`src/rtl/hbrp_pkg.sv`:
```
`timescale 1ns / 1ps

package hbrp_pkg;

  // Accumulator width and length of the unit prefix that is skipped
  localparam int VALUE_BITS = 48;
  localparam int PREFIX_LEN = 6;

  // Result field widths
  localparam int FIRST_W = 48;
  localparam int END_W   = 49;

  localparam logic [VALUE_BITS-1:0] ACC_MAX = '1;

  // Characters of interest
  localparam logic [7:0] CH_NUL    = 8'h00;
  localparam logic [7:0] CH_SPACE  = 8'h20;
  localparam logic [7:0] CH_COMMA  = 8'h2C;
  localparam logic [7:0] CH_DASH   = 8'h2D;
  localparam logic [7:0] CH_DIGIT0 = 8'h30;
  localparam logic [7:0] CH_DIGIT9 = 8'h39;

  typedef enum logic [1:0] {
    ST_OK   = 2'd0,
    ST_NS   = 2'd1,
    ST_DECL = 2'd2
  } status_t;

  typedef enum logic [1:0] {
    KIND_CLOSED = 2'd0,
    KIND_OPEN   = 2'd1,
    KIND_SUFFIX = 2'd2
  } kind_t;

  typedef enum logic [3:0] {
    PH_PREFIX      = 4'd0,
    PH_LEAD        = 4'd1,
    PH_START       = 4'd2,
    PH_AFTER_START = 4'd3,
    PH_AFTER_DASH  = 4'd4,
    PH_SUF_PRE     = 4'd5,
    PH_END         = 4'd6,
    PH_AFTER_END   = 4'd7,
    PH_HELD        = 4'd8
  } phase_t;

  // Phase a new header starts in
  localparam phase_t PH_INIT = (PREFIX_LEN == 0) ? PH_LEAD : PH_PREFIX;

  // acc * 10 + digit, saturating at ACC_MAX
  function automatic logic [VALUE_BITS-1:0] acc_digit(
    input logic [VALUE_BITS-1:0] acc,
    input logic [7:0]            ch
  );
    logic [VALUE_BITS+3:0] sum;
    logic [3:0]            dig;
    dig = 4'(ch - CH_DIGIT0);
    sum = {acc, 3'b000} + {2'b00, acc, 1'b0} + {(VALUE_BITS)'(0), dig};
    if (sum > {4'b0000, ACC_MAX}) begin
      acc_digit = ACC_MAX;
    end else begin
      acc_digit = sum[VALUE_BITS-1:0];
    end
  endfunction

endpackage

```
`src/rtl/hbrp_if.sv`:
```
`timescale 1ns / 1ps

// Header byte channel
interface hbrp_in_if;
  logic       valid;
  logic       ready;
  logic [7:0] ch;

  modport source (output valid, output ch, input ready);
  modport sink   (input valid, input ch, output ready);
endinterface

// Parsed range channel
interface hbrp_out_if;
  import hbrp_pkg::*;
  logic               valid;
  logic               ready;
  logic [1:0]         status;
  logic [1:0]         range_kind;
  logic [FIRST_W-1:0] first_byte;
  logic [END_W-1:0]   end_excl;
  logic [END_W-1:0]   length;

  modport source (output valid, output status, output range_kind, output first_byte,
                  output end_excl, output length, input ready);
  modport sink   (input valid, input status, input range_kind, input first_byte,
                  input end_excl, input length, output ready);
endinterface

```
`src/rtl/http_byte_range_parser.sv`:
```
`timescale 1ns / 1ps

// Parses the value of an HTTP Range header, one byte per transaction on hdr,
// ended by a zero byte. The first six bytes (the unit prefix) are skipped;
// the rest must be a single range "start-end", "start-" or "-suffix", with
// spaces allowed around the numbers. Exactly one transaction leaves on rng
// for each terminator, carrying status (ok, not satisfiable, declined), the
// form, first byte, exclusive end and length; no result appears for other
// bytes. Numbers saturate at 2^48-1. Throughput is one byte per cycle: a
// byte sits in the input register while the parse state and the x10
// accumulator update, and a terminator's result is then registered in
// the output stage. Only a stalled result with a further terminator
// behind it holds the input back.
module http_byte_range_parser (
  input logic        clk,
  input logic        rst,
  hbrp_in_if.sink    hdr,
  hbrp_out_if.source rng
);
  import hbrp_pkg::*;

  // Input register
  logic       ch_vld;
  logic [7:0] ch_r;

  // Parse state
  phase_t                phase, phase_next;
  logic [2:0]            skip_count, skip_next;
  logic [VALUE_BITS-1:0] start_acc, start_next;
  logic [VALUE_BITS-1:0] end_acc, end_next;
  logic                  suffix_flag, suffix_next;
  status_t               held_status, held_next;

  // Result register
  logic               res_vld;
  status_t            res_status;
  kind_t              res_kind;
  logic [FIRST_W-1:0] res_first;
  logic [END_W-1:0]   res_end;
  logic [END_W-1:0]   res_len;

  // Decode of the current byte
  logic    advance;
  logic    is_sp, is_nul, is_dash, is_comma, is_digit;
  logic    emit;
  status_t emit_status;
  kind_t   emit_kind;
  logic    take_start, take_end, set_suffix;
  logic [2:0] skip_inc;

  logic [VALUE_BITS:0] end_p1;
  logic [FIRST_W-1:0]  out_first;
  logic [END_W-1:0]    out_end;
  logic [END_W-1:0]    out_len;

  // only a byte that produces a result needs room in the output stage
  assign advance   = ch_vld && (!emit || !res_vld || rng.ready);
  assign hdr.ready = !ch_vld || advance;

  assign is_sp    = (ch_r == CH_SPACE);
  assign is_nul   = (ch_r == CH_NUL);
  assign is_dash  = (ch_r == CH_DASH);
  assign is_comma = (ch_r == CH_COMMA);
  assign is_digit = (ch_r >= CH_DIGIT0) && (ch_r <= CH_DIGIT9);
  assign skip_inc = skip_count + 3'd1;

  // Next phase and decisions
  always_comb begin
    phase_next  = phase;
    held_next   = held_status;
    emit        = 1'b0;
    emit_status = ST_OK;
    emit_kind   = KIND_CLOSED;
    take_start  = 1'b0;
    take_end    = 1'b0;
    set_suffix  = 1'b0;
    case (phase)
      PH_PREFIX: begin
        if (is_nul) begin
          emit        = 1'b1;
          emit_status = ST_DECL;
        end else if (skip_inc >= 3'(PREFIX_LEN)) begin
          phase_next = PH_LEAD;
        end
      end
      PH_LEAD: begin
        if (is_sp) begin
          phase_next = phase;
        end else if (is_dash) begin
          set_suffix = 1'b1;
          phase_next = PH_SUF_PRE;
        end else if (is_digit) begin
          take_start = 1'b1;
          phase_next = PH_START;
        end else if (is_nul) begin
          emit        = 1'b1;
          emit_status = ST_NS;
        end else begin
          phase_next = PH_HELD;
          held_next  = ST_NS;
        end
      end
      PH_START, PH_AFTER_START: begin
        if (phase == PH_START && is_digit) begin
          take_start = 1'b1;
        end else if (is_sp) begin
          phase_next = PH_AFTER_START;
        end else if (is_dash) begin
          phase_next = PH_AFTER_DASH;
        end else if (is_nul) begin
          emit        = 1'b1;
          emit_status = ST_NS;
        end else begin
          phase_next = PH_HELD;
          held_next  = ST_NS;
        end
      end
      PH_AFTER_DASH: begin
        if (is_sp) begin
          phase_next = phase;
        end else if (is_comma) begin
          phase_next = PH_HELD;
          held_next  = ST_DECL;
        end else if (is_nul) begin
          emit        = 1'b1;
          emit_status = ST_OK;
          emit_kind   = KIND_OPEN;
        end else if (is_digit) begin
          take_end   = 1'b1;
          phase_next = PH_END;
        end else begin
          phase_next = PH_HELD;
          held_next  = ST_NS;
        end
      end
      PH_SUF_PRE: begin
        if (is_sp) begin
          phase_next = phase;
        end else if (is_digit) begin
          take_end   = 1'b1;
          phase_next = PH_END;
        end else if (is_nul) begin
          emit        = 1'b1;
          emit_status = ST_NS;
        end else begin
          phase_next = PH_HELD;
          held_next  = ST_NS;
        end
      end
      PH_END, PH_AFTER_END: begin
        if (phase == PH_END && is_digit) begin
          take_end = 1'b1;
        end else if (is_sp) begin
          phase_next = PH_AFTER_END;
        end else if (is_comma) begin
          phase_next = PH_HELD;
          held_next  = ST_DECL;
        end else if (is_nul) begin
          emit = 1'b1;
          if (suffix_flag) begin
            emit_status = ST_OK;
            emit_kind   = KIND_SUFFIX;
          end else if (start_acc > end_acc) begin
            emit_status = ST_NS;
          end else begin
            emit_status = ST_OK;
            emit_kind   = KIND_CLOSED;
          end
        end else begin
          phase_next = PH_HELD;
          held_next  = ST_NS;
        end
      end
      PH_HELD: begin
        if (is_nul) begin
          emit        = 1'b1;
          emit_status = held_status;
        end
      end
      default: begin
        phase_next = PH_INIT;
      end
    endcase
    // a terminator always starts the next header
    if (emit) begin
      phase_next = PH_INIT;
      held_next  = ST_OK;
    end
  end

  // Accumulators and result fields
  always_comb begin
    skip_next   = skip_count;
    start_next  = start_acc;
    end_next    = end_acc;
    suffix_next = suffix_flag || set_suffix;
    if (phase == PH_PREFIX && !is_nul) begin
      skip_next = skip_inc;
    end
    if (take_start) begin
      start_next = acc_digit(start_acc, ch_r);
    end
    if (take_end) begin
      end_next = acc_digit(end_acc, ch_r);
    end
    if (emit) begin
      skip_next   = '0;
      start_next  = '0;
      end_next    = '0;
      suffix_next = 1'b0;
    end

    end_p1    = {1'b0, end_acc} + (VALUE_BITS+1)'(1);
    out_first = '0;
    out_end   = '0;
    out_len   = '0;
    if (emit_status == ST_OK) begin
      case (emit_kind)
        KIND_CLOSED: begin
          out_first = FIRST_W'(start_acc);
          out_end   = END_W'(end_p1);
          out_len   = END_W'(end_p1 - {1'b0, start_acc});
        end
        KIND_OPEN: begin
          out_first = FIRST_W'(start_acc);
        end
        KIND_SUFFIX: begin
          out_len = END_W'(end_acc);
        end
        default: begin
          out_first = '0;
        end
      endcase
    end
  end

  // Input register
  always_ff @(posedge clk) begin
    if (rst) begin
      ch_vld <= 1'b0;
    end else if (hdr.ready) begin
      ch_vld <= hdr.valid;
    end
    if (hdr.ready) begin
      ch_r <= hdr.ch;
    end
  end

  // Parse state
  always_ff @(posedge clk) begin
    if (rst) begin
      phase       <= PH_INIT;
      skip_count  <= '0;
      start_acc   <= '0;
      end_acc     <= '0;
      suffix_flag <= 1'b0;
      held_status <= ST_OK;
    end else if (advance) begin
      phase       <= phase_next;
      skip_count  <= skip_next;
      start_acc   <= start_next;
      end_acc     <= end_next;
      suffix_flag <= suffix_next;
      held_status <= held_next;
    end
  end

  // Result register
  always_ff @(posedge clk) begin
    if (rst) begin
      res_vld <= 1'b0;
    end else if (advance && emit) begin
      res_vld <= 1'b1;
    end else if (rng.ready) begin
      res_vld <= 1'b0;
    end
    if (advance && emit) begin
      res_status <= emit_status;
      res_kind   <= (emit_status == ST_OK) ? emit_kind : KIND_CLOSED;
      res_first  <= out_first;
      res_end    <= out_end;
      res_len    <= out_len;
    end
  end

  assign rng.valid      = res_vld;
  assign rng.status     = res_status;
  assign rng.range_kind = res_kind;
  assign rng.first_byte = res_first;
  assign rng.end_excl   = res_end;
  assign rng.length     = res_len;

  // A terminator taken by the parse stage always produces a result
  a_term_result: assert property (@(posedge clk) disable iff (rst)
    (advance && is_nul) |=> rng.valid)
    else $error("terminator did not produce a result");

  // Only a terminator produces a result
  a_emit_only_nul: assert property (@(posedge clk) disable iff (rst)
    (advance && emit) |-> is_nul)
    else $error("result produced for a non-terminator byte");

  // Failed ranges carry no offsets
  a_fail_zero: assert property (@(posedge clk) disable iff (rst)
    (rng.valid && rng.status != ST_OK) |->
      (rng.first_byte == '0 && rng.end_excl == '0 && rng.length == '0))
    else $error("non-ok result carries range fields");

  // Closed ranges are consistent
  a_closed_sum: assert property (@(posedge clk) disable iff (rst)
    (rng.valid && rng.status == ST_OK && rng.range_kind == KIND_CLOSED) |->
      (rng.end_excl == ({1'b0, rng.first_byte} + rng.length)))
    else $error("closed range end does not match first plus length");

endmodule

```
`src/flat_wrapper.sv`:
```
// flat-port wrapper written by rule: the top's interface ports become plain ports
module http_byte_range_parser_flat import hbrp_pkg::*;
  (clk, rst, hdr_valid, hdr_ch, hdr_ready, rng_valid, rng_status, rng_range_kind, rng_first_byte, rng_end_excl, rng_length, rng_ready);
  hbrp_in_if hdr_i ();
  hbrp_out_if rng_i ();
  input logic clk;
  input logic rst;
  input wire logic [$bits(hdr_i.valid)-1:0] hdr_valid;
  input wire logic [$bits(hdr_i.ch)-1:0] hdr_ch;
  output wire logic [$bits(hdr_i.ready)-1:0] hdr_ready;
  output wire logic [$bits(rng_i.valid)-1:0] rng_valid;
  output wire logic [$bits(rng_i.status)-1:0] rng_status;
  output wire logic [$bits(rng_i.range_kind)-1:0] rng_range_kind;
  output wire logic [$bits(rng_i.first_byte)-1:0] rng_first_byte;
  output wire logic [$bits(rng_i.end_excl)-1:0] rng_end_excl;
  output wire logic [$bits(rng_i.length)-1:0] rng_length;
  input wire logic [$bits(rng_i.ready)-1:0] rng_ready;
  assign hdr_i.valid = hdr_valid;
  assign hdr_i.ch = hdr_ch;
  assign hdr_ready = hdr_i.ready;
  assign rng_valid = rng_i.valid;
  assign rng_status = rng_i.status;
  assign rng_range_kind = rng_i.range_kind;
  assign rng_first_byte = rng_i.first_byte;
  assign rng_end_excl = rng_i.end_excl;
  assign rng_length = rng_i.length;
  assign rng_i.ready = rng_ready;
  http_byte_range_parser u_core (.clk(clk), .rst(rst), .hdr(hdr_i), .rng(rng_i));
endmodule
```
`config.mk`:
```
export PLATFORM = sky130hd
export DESIGN_NAME = http_byte_range_parser_flat
export DESIGN_NICKNAME = d
export VERILOG_FILES = /design/src/rtl/hbrp_pkg.sv /design/src/rtl/hbrp_if.sv /design/src/rtl/http_byte_range_parser.sv /design/src/flat_wrapper.sv
export SDC_FILE = /design/constraint.sdc
export NUM_CORES = 1
export LEC_CHECK = 0
export ABC_AREA = 1
export BUFFER_PORTS_ARGS = -buffer_cell sky130_fd_sc_hd__buf_4
export CORE_MARGIN = 3
export CORE_UTILIZATION = 40
export CTS_BUF_LIST = sky130_fd_sc_hd__clkbuf_8
export DETAILED_ROUTE_END_ITERATION = 6
export PLACE_DENSITY = 0.67
export SYNTH_ARGS = -nofsm -noshare
export SYNTH_HDL_FRONTEND = slang
export SYNTH_SLANG_ARGS = --single-unit
```
`constraint.sdc`:
```
create_clock -name clk -period 4.8 [get_ports clk]
set_input_delay 0.48 -clock clk [delete_from_list [all_inputs] [get_ports clk]]
set_output_delay 0.48 -clock clk [all_outputs]
set_load 0.02 [all_outputs]
```
# --- Yosys cells after proc, flatten, opt, wreduce, memory -nomap -nowiden ---
# Cells that the tools add are included.
totals:
  regBits: 266
  output_inout_bits: 152
  wordCells: 189
op_classes:
  n_addsub: 8
  n_lt_le_gt_ge: 6
  eq_ne: 27
  muxes: 100
  n_reduce_logical: 34
ops:
  columns: ["cell", "n"]
  rows:
  - ["$mux W48", 6]
  - ["$add A51 B49 Y52", 2]
  - ["$add A52 B4 Y52", 2]
  - ["$gt A52 B48 Y1 const B", 2]
  - ["$pmux W49 S2", 1]
  - ["$mux W4", 19]
  - ["$mux W2", 35]
  - ["$add A48 B1 Y49 const B", 1]
  - ["$sub A49 B48 Y49", 1]
  - ["$gt A48 B48 Y1", 1]
  - ["$mux W1", 30]
  - ["$pmux W4 S7", 1]
  - ["$eq A8 B6 Y1 const B", 3]
  - ["$ne A3 B3 Y1 const B", 8]
  - ["$eq A4 B3 Y1 const B", 4]
  - ["$reduce_and A13 Y1", 1]
  - ["$pmux W2 S6", 1]
  - ["$pmux W2 S5", 1]
  - ["$reduce_and A10 Y1", 1]
  - ["$reduce_and A2 Y1", 5]
  - ["$eq A4 B2 Y1 const B", 2]
  - ["$ge A8 B6 Y1 const B", 1]
  - ["$le A8 B6 Y1 const B", 1]
  - ["$logic_not A8 Y1", 1]
  - ["other kinds (25)", 45]

# --- Longest topological paths before layout ---
# Gate-level depths: netlist of run 1.
depth:
  depth_word: 12
  ltp_mapped: 26
  mapped_depth_nobuf: 26

# --- Worst setup path after synthesis of run 1 ---
# No wires, ideal clock.
synth_timing:
  path_type: "register to register"
  start: "register u_core.ch_r[3]"
  end: "register u_core.skip_count[1]"
  t_arrival_ps: 4742
  required_ps: 4668
  slack_ps: -74
  stages_incl_launch_ff: 16
  cell_sequence: "edfxtp_1 > nor2_1 > nand2_1 > inv_2 > nand4_1 > buf_2 > a21oi_2 > nand3b_4 > nand2_2 > nand2_2 > inv_2 > nand2_1 > inv_1 > nor2_1 > nand2_1 > a21oi_1"
synth_via:
  elab_chain_len: 11
  word_cells_on_any_way: 30
  cone_classes: "order compare (2); eq/ne (3); mux (13); reduce/logical (12)"
synth_lines:
  columns: ["item", "line_no", "source"]
  rows:
  - ["from (decl)", "http_byte_range_parser.sv:24", "logic [7:0] ch_r;"]
  - ["from (signal assigned)", "http_byte_range_parser.sv:245", "ch_r <= hdr.ch;"]
  - ["$ge A8 B6 Y1 (tied with other cells)", "http_byte_range_parser.sv:64", "assign is_digit = (ch_r >= CH_DIGIT0) && (ch_r <= CH_DIGIT9);"]
  - ["$logic_and A1 B1 Y1 or $mux W1 (tied branches)", null, null]
  - ["$mux W1, on equally long branches", "http_byte_range_parser.sv:139, http_byte_range_parser.sv:108, http_byte_range_parser.sv:121", null]
  - ["$mux W1, on equally long branches", "http_byte_range_parser.sv:89, http_byte_range_parser.sv:106, http_byte_range_parser.sv:119", null]
  - ["$mux W1, on equally long branches", "http_byte_range_parser.sv:87, http_byte_range_parser.sv:104, http_byte_range_parser.sv:151", null]
  - ["$pmux W1 S6", "http_byte_range_parser.sv:77", "case (phase)"]
  - ["$logic_not A1 Y1", "http_byte_range_parser.sv:57", "assign advance = ch_vld && (!emit || !res_vld || rng.ready);"]
  - ["$logic_or A1 B1 Y1 (2 in a row)", "http_byte_range_parser.sv:57", null]
  - ["$logic_and A1 B1 Y1", "http_byte_range_parser.sv:57", null]
  - ["$reduce_and A2 Y1 (no source line)", null, null]
  - ["to (signal assigned)", "http_byte_range_parser.sv:260", "skip_count <= skip_next;"]
  - ["to (decl)", "http_byte_range_parser.sv:28", "logic [2:0] skip_count, skip_next;"]
# Several ways; a longest one is shown, not always the timed one.
# A chain may end at the register's enable or synchronous reset.

# --- Final worst setup path of run 1 ---
layout_timing:
  start: "register u_core.end_acc[18]"
  end: "register u_core.res_len[41] (netlist: u_core.rng.length[41]) (data pin)"
layout_via:
  word_cells_on_any_way: 12
  cone_classes: "add/sub (2); order compare (1); mux (8); reduce/logical (1)"
layout_lines:
  columns: ["item", "line_no", "source"]
  rows:
  - ["from (decl)", "http_byte_range_parser.sv:30", "logic [VALUE_BITS-1:0] end_acc, end_next;"]
  - ["from (signal assigned)", "http_byte_range_parser.sv:262", "end_acc <= end_next;"]
  - ["$add A48 B1 Y49", "http_byte_range_parser.sv:213", "end_p1 = {1'b0, end_acc} + (VALUE_BITS+1)'(1);"]
  - ["via u_core.end_p1[37]", "http_byte_range_parser.sv:51", "logic [VALUE_BITS:0] end_p1;"]
  - ["$sub A49 B48 Y49", "http_byte_range_parser.sv:222", "out_len = END_W'(end_p1 - {1'b0, start_acc});"]
  - ["$pmux W49 S2", "http_byte_range_parser.sv:218", "case (emit_kind)"]
  - ["to (signal assigned)", "http_byte_range_parser.sv:282", "res_len <= out_len;"]
  - ["to (decl)", "http_byte_range_parser.sv:40", "logic [END_W-1:0] res_len;"]
# The timed path passes the listed nets, and every way through them passes these cells.

==> impl_metrics.json, run 1 <==
{
  "die_w_um": 261.1,
  "fin_ws_ps": 181.5,
  "slew_viol_final": 0,
  "synth_top_family_by_area": "simple AND/OR/NAND/NOR gates",
  "cts-root-buf": "clkbuf_8",
  "synth_adder_area_share_pct": 14.28,
  "die_y_um": 261.1,
  "yosysUniqueCellTypes": 56,
  "critPathKind": "reg -> reg",
  "crit_chain": "nand2_1 -> nor2_1 -> nand3_1 -> nor3_1 -> nand3_1 -> nor3_1 -> xor2_1 -> inv_1 -> ha_1 -> nand2_1 -> nor2_1 -> inv_1 -> nor4_2 -> o21ai_0 -> nand3_1 -> or2_2 -> nand3_1 -> a21oi_1",
  "r2r-end": "u_core.rng.length[41]$_SDFFCE_PP0P_",
  "synthXorXnorAreaFrac_pct": 3.836,
  "yosys.area.top_type": "edfxtp_1",
  "regToRegSetupSlack_ps": 180,
  "status": "finished clean",
  "setup_viol": 0,
  "fin_crit_ps": 4618,
  "final_hold_viol_count": 0,
  "layout_common_cells": "nand2_1 (1193), inv_1 (638), nor2_1 (434), a21oi_1 (329), ha_1 (289)",
  "power.density_nw_per_um2": 165.6,
  "synth_cells": 4015,
  "dr.pass1.iters": 7,
  "grt_overflow": 0,
  "ys_ff_latch": 266,
  "grt_antenna_before_repair": 0,
  "clkPwrFrac_pct": 49.6,
  "yosys_warnings": 0,
  "min_from": "hdr_valid",
  "hold_path_end": "u_core.ch_vld$_SDFFE_PP0P_",
  "place_hpwl_mm": 82.67,
  "comb_power_share_pct": 1.2,
  "finalCritPeriodShare_pct": 96.22,
  "postCtsSetupRepairBufs": 0,
  "max_stage_delay_ps": 470,
  "path_common_cell": "nand3_1",
  "dieArea_um2": 68170,
  "pre_cts_slack_ps": 364.8,
  "syn_to_final_growth_pct": 13.32,
  "p_seq_share_pct": 49.3,
  "insertion_delay_ps": 670,
  "cts_tree": "done",
  "drt-total-wl_mm": 100.6,
  "hold_class": "in -> reg",
  "nets": 4512,
  "ys_seq_area_share_pct": 26.54,
  "avgRoutedWirePerCell_um": 19.75,
  "max_freq_ghz": 0.2165,
  "diodes": 0,
  "critPathRequiredTime_ps": 5310,
  "switchingPower_uw": 1153,
  "drt_iter0_drc": 2749,
  "rsz0062_at_grt": "true",
  "layout_commonest_cell": "nand2_1",
  "placed_area_um2": 28310,
  "syn_area_um2": 26030,
  "finalPower_uw": 4884,
  "grt_util_all_layers_pct": 28.84,
  "synthSimpleGateAreaFrac_pct": 33.48,
  "crit_buf_inv": 2,
  "synth_compound_area_share_pct": 11.00,
  "cts_max_level": 2,
  "critPathTopFamily": "simple AND/OR/NAND/NOR gates",
  "fillers": 6771,
  "worst_pin_slew_ps": 1080,
  "whs_path_depth": 3,
  "port_buffers": 163,
  "grt_max_degree": 73,
  "end_kind": "register",
  "design_area_um2": 29490,
  "route.detailed.drc": 0,
  "post_route_cells_drive_above_1_share_pct": 8.545,
  "path_clk_slew_ps": 60,
  "critPathMaxFanout": 6,
  "cap_violations": 0,
  "clkSinkCount": 266,
  "synth_top_cells_by_area": "edfxtp_1 (18%), nand2_1 (17%), ha_1 (14%), inv_1 (9.1%), dfxtp_1 (8.3%)",
  "sw_frac_of_total_pct": 23.60,
  "drt-vias-per-instance": 5.282,
  "intPower_uw": 3731,
  "critPathArrivalTime_ps": 5120,
  "timing.rr.start": "u_core.end_acc[18]$_SDFFE_PP0P_",
  "coreArea_um2": 63770,
  "synth_top_area_share_pct": 18.23,
  "final.setup.tns_ps": 0,
  "ant_nets": 0,
  "via_count": 26910,
  "crit_slowest_cell": "dfxtp_1",
  "max_slew_margin_pct": 27.92,
  "boundaryPins": 164,
  "muxShareOfSynthArea_pct": 0,
  "cts_buffers": 51,
  "r2r_cells": 18,
  "start_kind": "register",
  "gp_congestion": 1.002,
  "clockBufferDepth": 3,
  "finClkSkew_ps": 29.01,
  "grt_pass1_vias": 24700,
  "ir_worst_vdd_mv": 0.1830,
  "synthesis.nets": 4321,
  "avgSynthCellArea_um2": 6.483,
  "grt_first_pass_wirelength_mm": 149.6,
  "fp-row-count": 92,
  "power.leakage_uw": 0.01605,
  "start_util_pct": 40.81
}
-- cell usage after synthesis (all sizes together) --
master and number:
a211oi 2, a21boi 11, a21o 8, a21oi 330, a22oi 4, a31o 1
a31oi 7, and2 15, and3 1, buf 49, clkbuf 27, clkinv 1
dfxtp 108, edfxtp 158, fa 5, ha 289, inv 647, nand2 1200
nand2b 1, nand3 251, nand3b 17, nand4 59, nor2 454, nor3 62
nor3b 1, nor4 17, o2111ai 1, o211ai 9, o21a 3, o21ai 102
o21bai 36, o221ai 3, o22ai 3, o311ai 1, o31ai 2, or2 16
xnor2 51, xor2 63
-- worst register-to-register path, cell delays in order, from the launching register on --
cell and delay (ps):
dfxtp_1 470, nand2_1 190, nor2_1 280, nand3_1 140, nor3_1 390, nand3_1 260, nor3_1 470, xor2_1 250
inv_1 100, ha_1 360, nand2_1 110, nor2_1 160, inv_1 110, nor4_2 380, o21ai_0 220, nand3_1 200
or2_2 140, nand3_1 60, a21oi_1 160
-- repair_timing --
action,4_1_cts,5_1_grt
hold buffers,8,0
hold endpoints to repair,8,0
resized for setup,0,9
endpoints found under the setup margin,0,9
-- cells by family after synthesis --
family / count (synthesis)
adders and majority gates: 294
buffers and inverters: 724
and+or+nand+nor: 2094
xor gates and xnor gates: 114
DFF: 266
AOI/OAI and AO/OA: 523
-- area by class of cell --
type	instances	area (um^2)	area share, %
Timing Repair Buffer	214	1652	5.600
Inverter	648	2437	8.264
Clock buffer	57	784.5	2.660
Tap cell	846	1059	3.589
Clock inverter	38	282.8	0.9587
Multi-Input combinational cell	3025	16370	55.51
Sequential cell	266	6908	23.42
-- per-layer routing --
layer	share of wire [%]	GRT usage, %
met5	0	0
met4	3.7	10.16
met3	7.4	4.042
met2	44	45.38
met1	45	40.42
-- power groups by stage --
stage,clock network (uW),logic [uW],registers (uW)
after floorplan,0,33.8,2450
after global placement,0,51.8,2450
after detailed placement,0,52.0,2450
after CTS,2480,57.5,2410
after global routing,2580,64.1,2400
final,2420,57.8,2410
-- how the worst max path moves through the flow --
stage	from	end	slack, ps	depth (start not counted)
after floorplan	u_core.ch_r[3]$_DFFE_PP_	u_core.skip_count[1]$_SDFFE_PP0P_	660	15
after global placement	u_core.end_acc[1]$_SDFFE_PP0P_	u_core.rng.length[35]$_SDFFCE_PP0P_	350	22
after detailed placement	u_core.end_acc[1]$_SDFFE_PP0P_	u_core.rng.length[41]$_SDFFCE_PP0P_	360	18
after CTS	u_core.end_acc[1]$_SDFFE_PP0P_	u_core.rng.length[41]$_SDFFCE_PP0P_	310	18
after global routing	u_core.end_acc[1]$_SDFFE_PP0P_	u_core.rng.length[41]$_SDFFCE_PP0P_	-50	21
final	u_core.end_acc[18]$_SDFFE_PP0P_	u_core.rng.length[41]$_SDFFCE_PP0P_	180	18
-- stage by stage --
step / util, % / cells / hold slack [ps]
2_1_floorplan: - / 4015 / 451.6
3_3_place_gp: 44.39 / 4991 / 464.9
3_5_place_dp: 44.39 / 4991 / 477.9
4_1_cts: 46.19 / 5094 / 22.13
5_1_grt: 46.25 / 5094 / 51.70
6_report: 46.25 / 5094 / 77.30
-- state kept, by name, indices dropped and copies added (netlist names) --
register and count:
u_core.ch_vld 1, u_core.start_acc 48, u_core.ch_r 8, u_core.rng.range_kind 2, u_core.held_status 2, u_core.phase 4
u_core.rng.status 2, u_core.rng.first_byte 48, u_core.rng.end_excl 49, u_core.skip_count 3, u_core.suffix_flag 1, u_core.rng.length 49
u_core.rng.valid 1, u_core.end_acc 48
Power figures use the tool's default switching activity.
==> run 2: changes to the inputs <==
--- a/config.mk
+++ b/config.mk
@@ -12,6 +12,7 @@
 export CTS_BUF_LIST = sky130_fd_sc_hd__clkbuf_8
 export DETAILED_ROUTE_END_ITERATION = 6
 export PLACE_DENSITY = 0.67
+export SETUP_SLACK_MARGIN = 0.3
 export SYNTH_ARGS = -nofsm -noshare
 export SYNTH_HDL_FRONTEND = slang
 export SYNTH_SLANG_ARGS = --single-unit
==> run 2 against run 1 <==
First-iteration DRC count grew 0.33%. Sequential share of layout area shrank 0.081 points. Flip-flop and latch count is the same. Wire length is essentially flat. Largest cell class unchanged. Register-to-register slack gained 320 ps. Clock-buffer cell count is the same. Global-route usage is the same. Largest power group unchanged. Critical path type unchanged.
==> impl_metrics.json, run 2 (synthesized netlist as in run 1, its figures left out) <==
{
  "grt_pass1_vias": 24700,
  "boundaryPins": 164,
  "place_inst": 4991,
  "grt_antenna_before_repair": 0,
  "fin_ws_ps": 500.7,
  "grt_overflow": 0,
  "grt_max_degree": 73,
  "fp-row-count": 92,
  "finalCritPeriodShare_pct": 89.57,
  "grt_first_pass_wirelength_mm": 149.6,
  "power.density_nw_per_um2": 164.7,
  "timing.rr.start": "u_core.end_acc[18]$_SDFFE_PP0P_",
  "drt-total-wl_mm": 100.7,
  "critPathMaxFanout": 6,
  "hold_class": "in -> reg",
  "syn_to_final_growth_pct": 13.84,
  "ir_worst_vdd_mv": 0.1825,
  "crit_slowest_cell": "dfxtp_1",
  "start_kind": "register",
  "setup_viol": 0,
  "regToRegSetupSlack_ps": 500,
  "fillers": 6761,
  "final.setup.tns_ps": 0,
  "die_y_um": 261.1,
  "clockBufferDepth": 3,
  "clkSinkCount": 266,
  "multi_input_area_um2": 16470,
  "critPathArrivalTime_ps": 4690,
  "ff_latch_area_um2": 6915,
  "r2r-end": "u_core.rng.length[40]$_SDFFCE_PP0P_",
  "cts-root-buf": "clkbuf_8",
  "dieArea_um2": 68170,
  "hold_slack_ps": 85.23,
  "layout_commonest_cell": "nand2_1",
  "start_util_pct": 40.81,
  "route.detailed.drc": 0,
  "endpoint": "u_core.rng.length[40]$_SDFFCE_PP0P_",
  "max_slew_margin_pct": 28.55,
  "critPathRequiredTime_ps": 5190,
  "avgRoutedWirePerCell_um": 19.75,
  "die_w_um": 261.1,
  "coreArea_um2": 63770,
  "max_stage_delay_ps": 460,
  "finalPower_uw": 4881,
  "worst_pin_slew_ps": 1071,
  "slew_viol_final": 0,
  "cts_tree": "done",
  "power.leakage_uw": 0.01609,
  "path_clk_slew_ps": 60,
  "drt_iter0_drc": 2758,
  "diodes": 0,
  "worstSetupStartpoint": "u_core.end_acc[18]$_SDFFE_PP0P_",
  "via_count": 26910,
  "layout_common_cells": "nand2_1 (1193), inv_1 (638), nor2_1 (432), a21oi_1 (328), ha_1 (287)",
  "cts_buffers": 51,
  "pre_cts_slack_ps": 364.8,
  "insertion_delay_ps": 660,
  "fin_crit_ps": 4299,
  "grt_util_all_layers_pct": 28.84,
  "critPathKind": "reg -> reg",
  "max_freq_ghz": 0.2326,
  "cap_violations": 0,
  "finClkSkew_ps": 29.21,
  "dr.pass1.iters": 6,
  "status": "finished clean",
  "final_hold_viol_count": 0,
  "r2r_cells": 18,
  "place_hpwl_mm": 82.67,
  "end_kind": "register",
  "drt-vias-per-instance": 5.278,
  "ant_nets": 0,
  "post_route_cells_drive_above_1_share_pct": 9.125,
  "gp_congestion": 1.002,
  "instances_no_fill": 5098,
  "port_buffers": 163,
  "rsz0062_at_grt": "true",
  "cts_max_level": 2,
  "path_common_cell": "nand3_1",
  "crit_chain": "nand2_1 -> nor2_1 -> nand3_1 -> nor3_2 -> nand3_1 -> nor3_2 -> xor2_1 -> inv_1 -> ha_1 -> nand2_1 -> nor2_1 -> inv_1 -> nor3_1 -> nand3_1 -> nand3_1 -> a21boi_0 -> o21ai_0 -> a21oi_1",
  "nets": 4516
}
-- run 2: cell count changes in the layout (fill, tap and decap cells not counted), sizes merged --
cell  change
buf       +4
-- run 2: cell type report --
class / instances / area share [%]
Tap cell: 846 / 3.573
Clock buffer: 57 / 2.648
Inverter: 648 / 8.226
Clock inverter: 38 / 0.9544
Multi-Input combinational cell: 3025 / 55.58
Sequential cell: 266 / 23.34
Timing Repair Buffer: 218 / 5.676
-- run 2: worst max-delay path, delay by kind of cell (launching register included) --
| family | cells | cell delay [ps] |
|---|---|---|
| AO/OA/AOI/OAI | 3 | 300 |
| XOR/XNOR | 1 | 230 |
| adder cells (fa/ha/maj) | 1 | 360 |
| buffers and inverters | 2 | 230 |
| flip-flops | 1 | 460 |
| AND/OR/NAND/NOR | 11 | 2430 |
-- run 2: worst min-delay path by stage --
| stage | start | end | cells past startpoint |
|---|---|---|---|
| detailed placement | u_core.skip_count[2]$_SDFFE_PP0P_ | u_core.skip_count[2]$_SDFFE_PP0P_ | 2 |
| CTS | hdr_valid | u_core.ch_vld$_SDFFE_PP0P_ | 3 |
| global placement | u_core.skip_count[2]$_SDFFE_PP0P_ | u_core.skip_count[2]$_SDFFE_PP0P_ | 2 |
| global route | hdr_valid | u_core.ch_vld$_SDFFE_PP0P_ | 3 |
| floorplan | u_core.skip_count[2]$_SDFFE_PP0P_ | u_core.skip_count[2]$_SDFFE_PP0P_ | 2 |
| finish | hdr_valid | u_core.ch_vld$_SDFFE_PP0P_ | 3 |
-- run 2: through the flow --
stage	cell area [um^2]	util, %
finish	29630	46.46
global placement	28310	44.39
CTS	29450	46.19
detailed placement	28310	44.39
floorplan	26030	-
global route	29630	46.46
-- run 2: metal layers --
layer,vias to the layer above,wire length (um),global-route usage (%)
li1,13380,-,-
met4,0,3706,10.16
met5,-,0,0
met2,1052,43850,45.38
met3,150,7587,4.042
met1,12330,45520,40.42
-- run 2: timing repair --
item / in CTS / in global routing
gates resized for setup: 0 / 37
setup buffers: 0 / 4
setup endpoints to repair: 0 / 20
hold buffers: 8 / 0
endpoints found under the hold margin: 8 / 0
-- run 2: report_power, final --
part	total [uW]	leakage [uW]	internal [uW]	switching, uW
Sequential	2410	0.00261	2400	7.36
Combinational	57.7	0.0129	20.5	37.2
Clock	2420	0.000581	1310	1100
Total	4880	0.0161	3730	1150
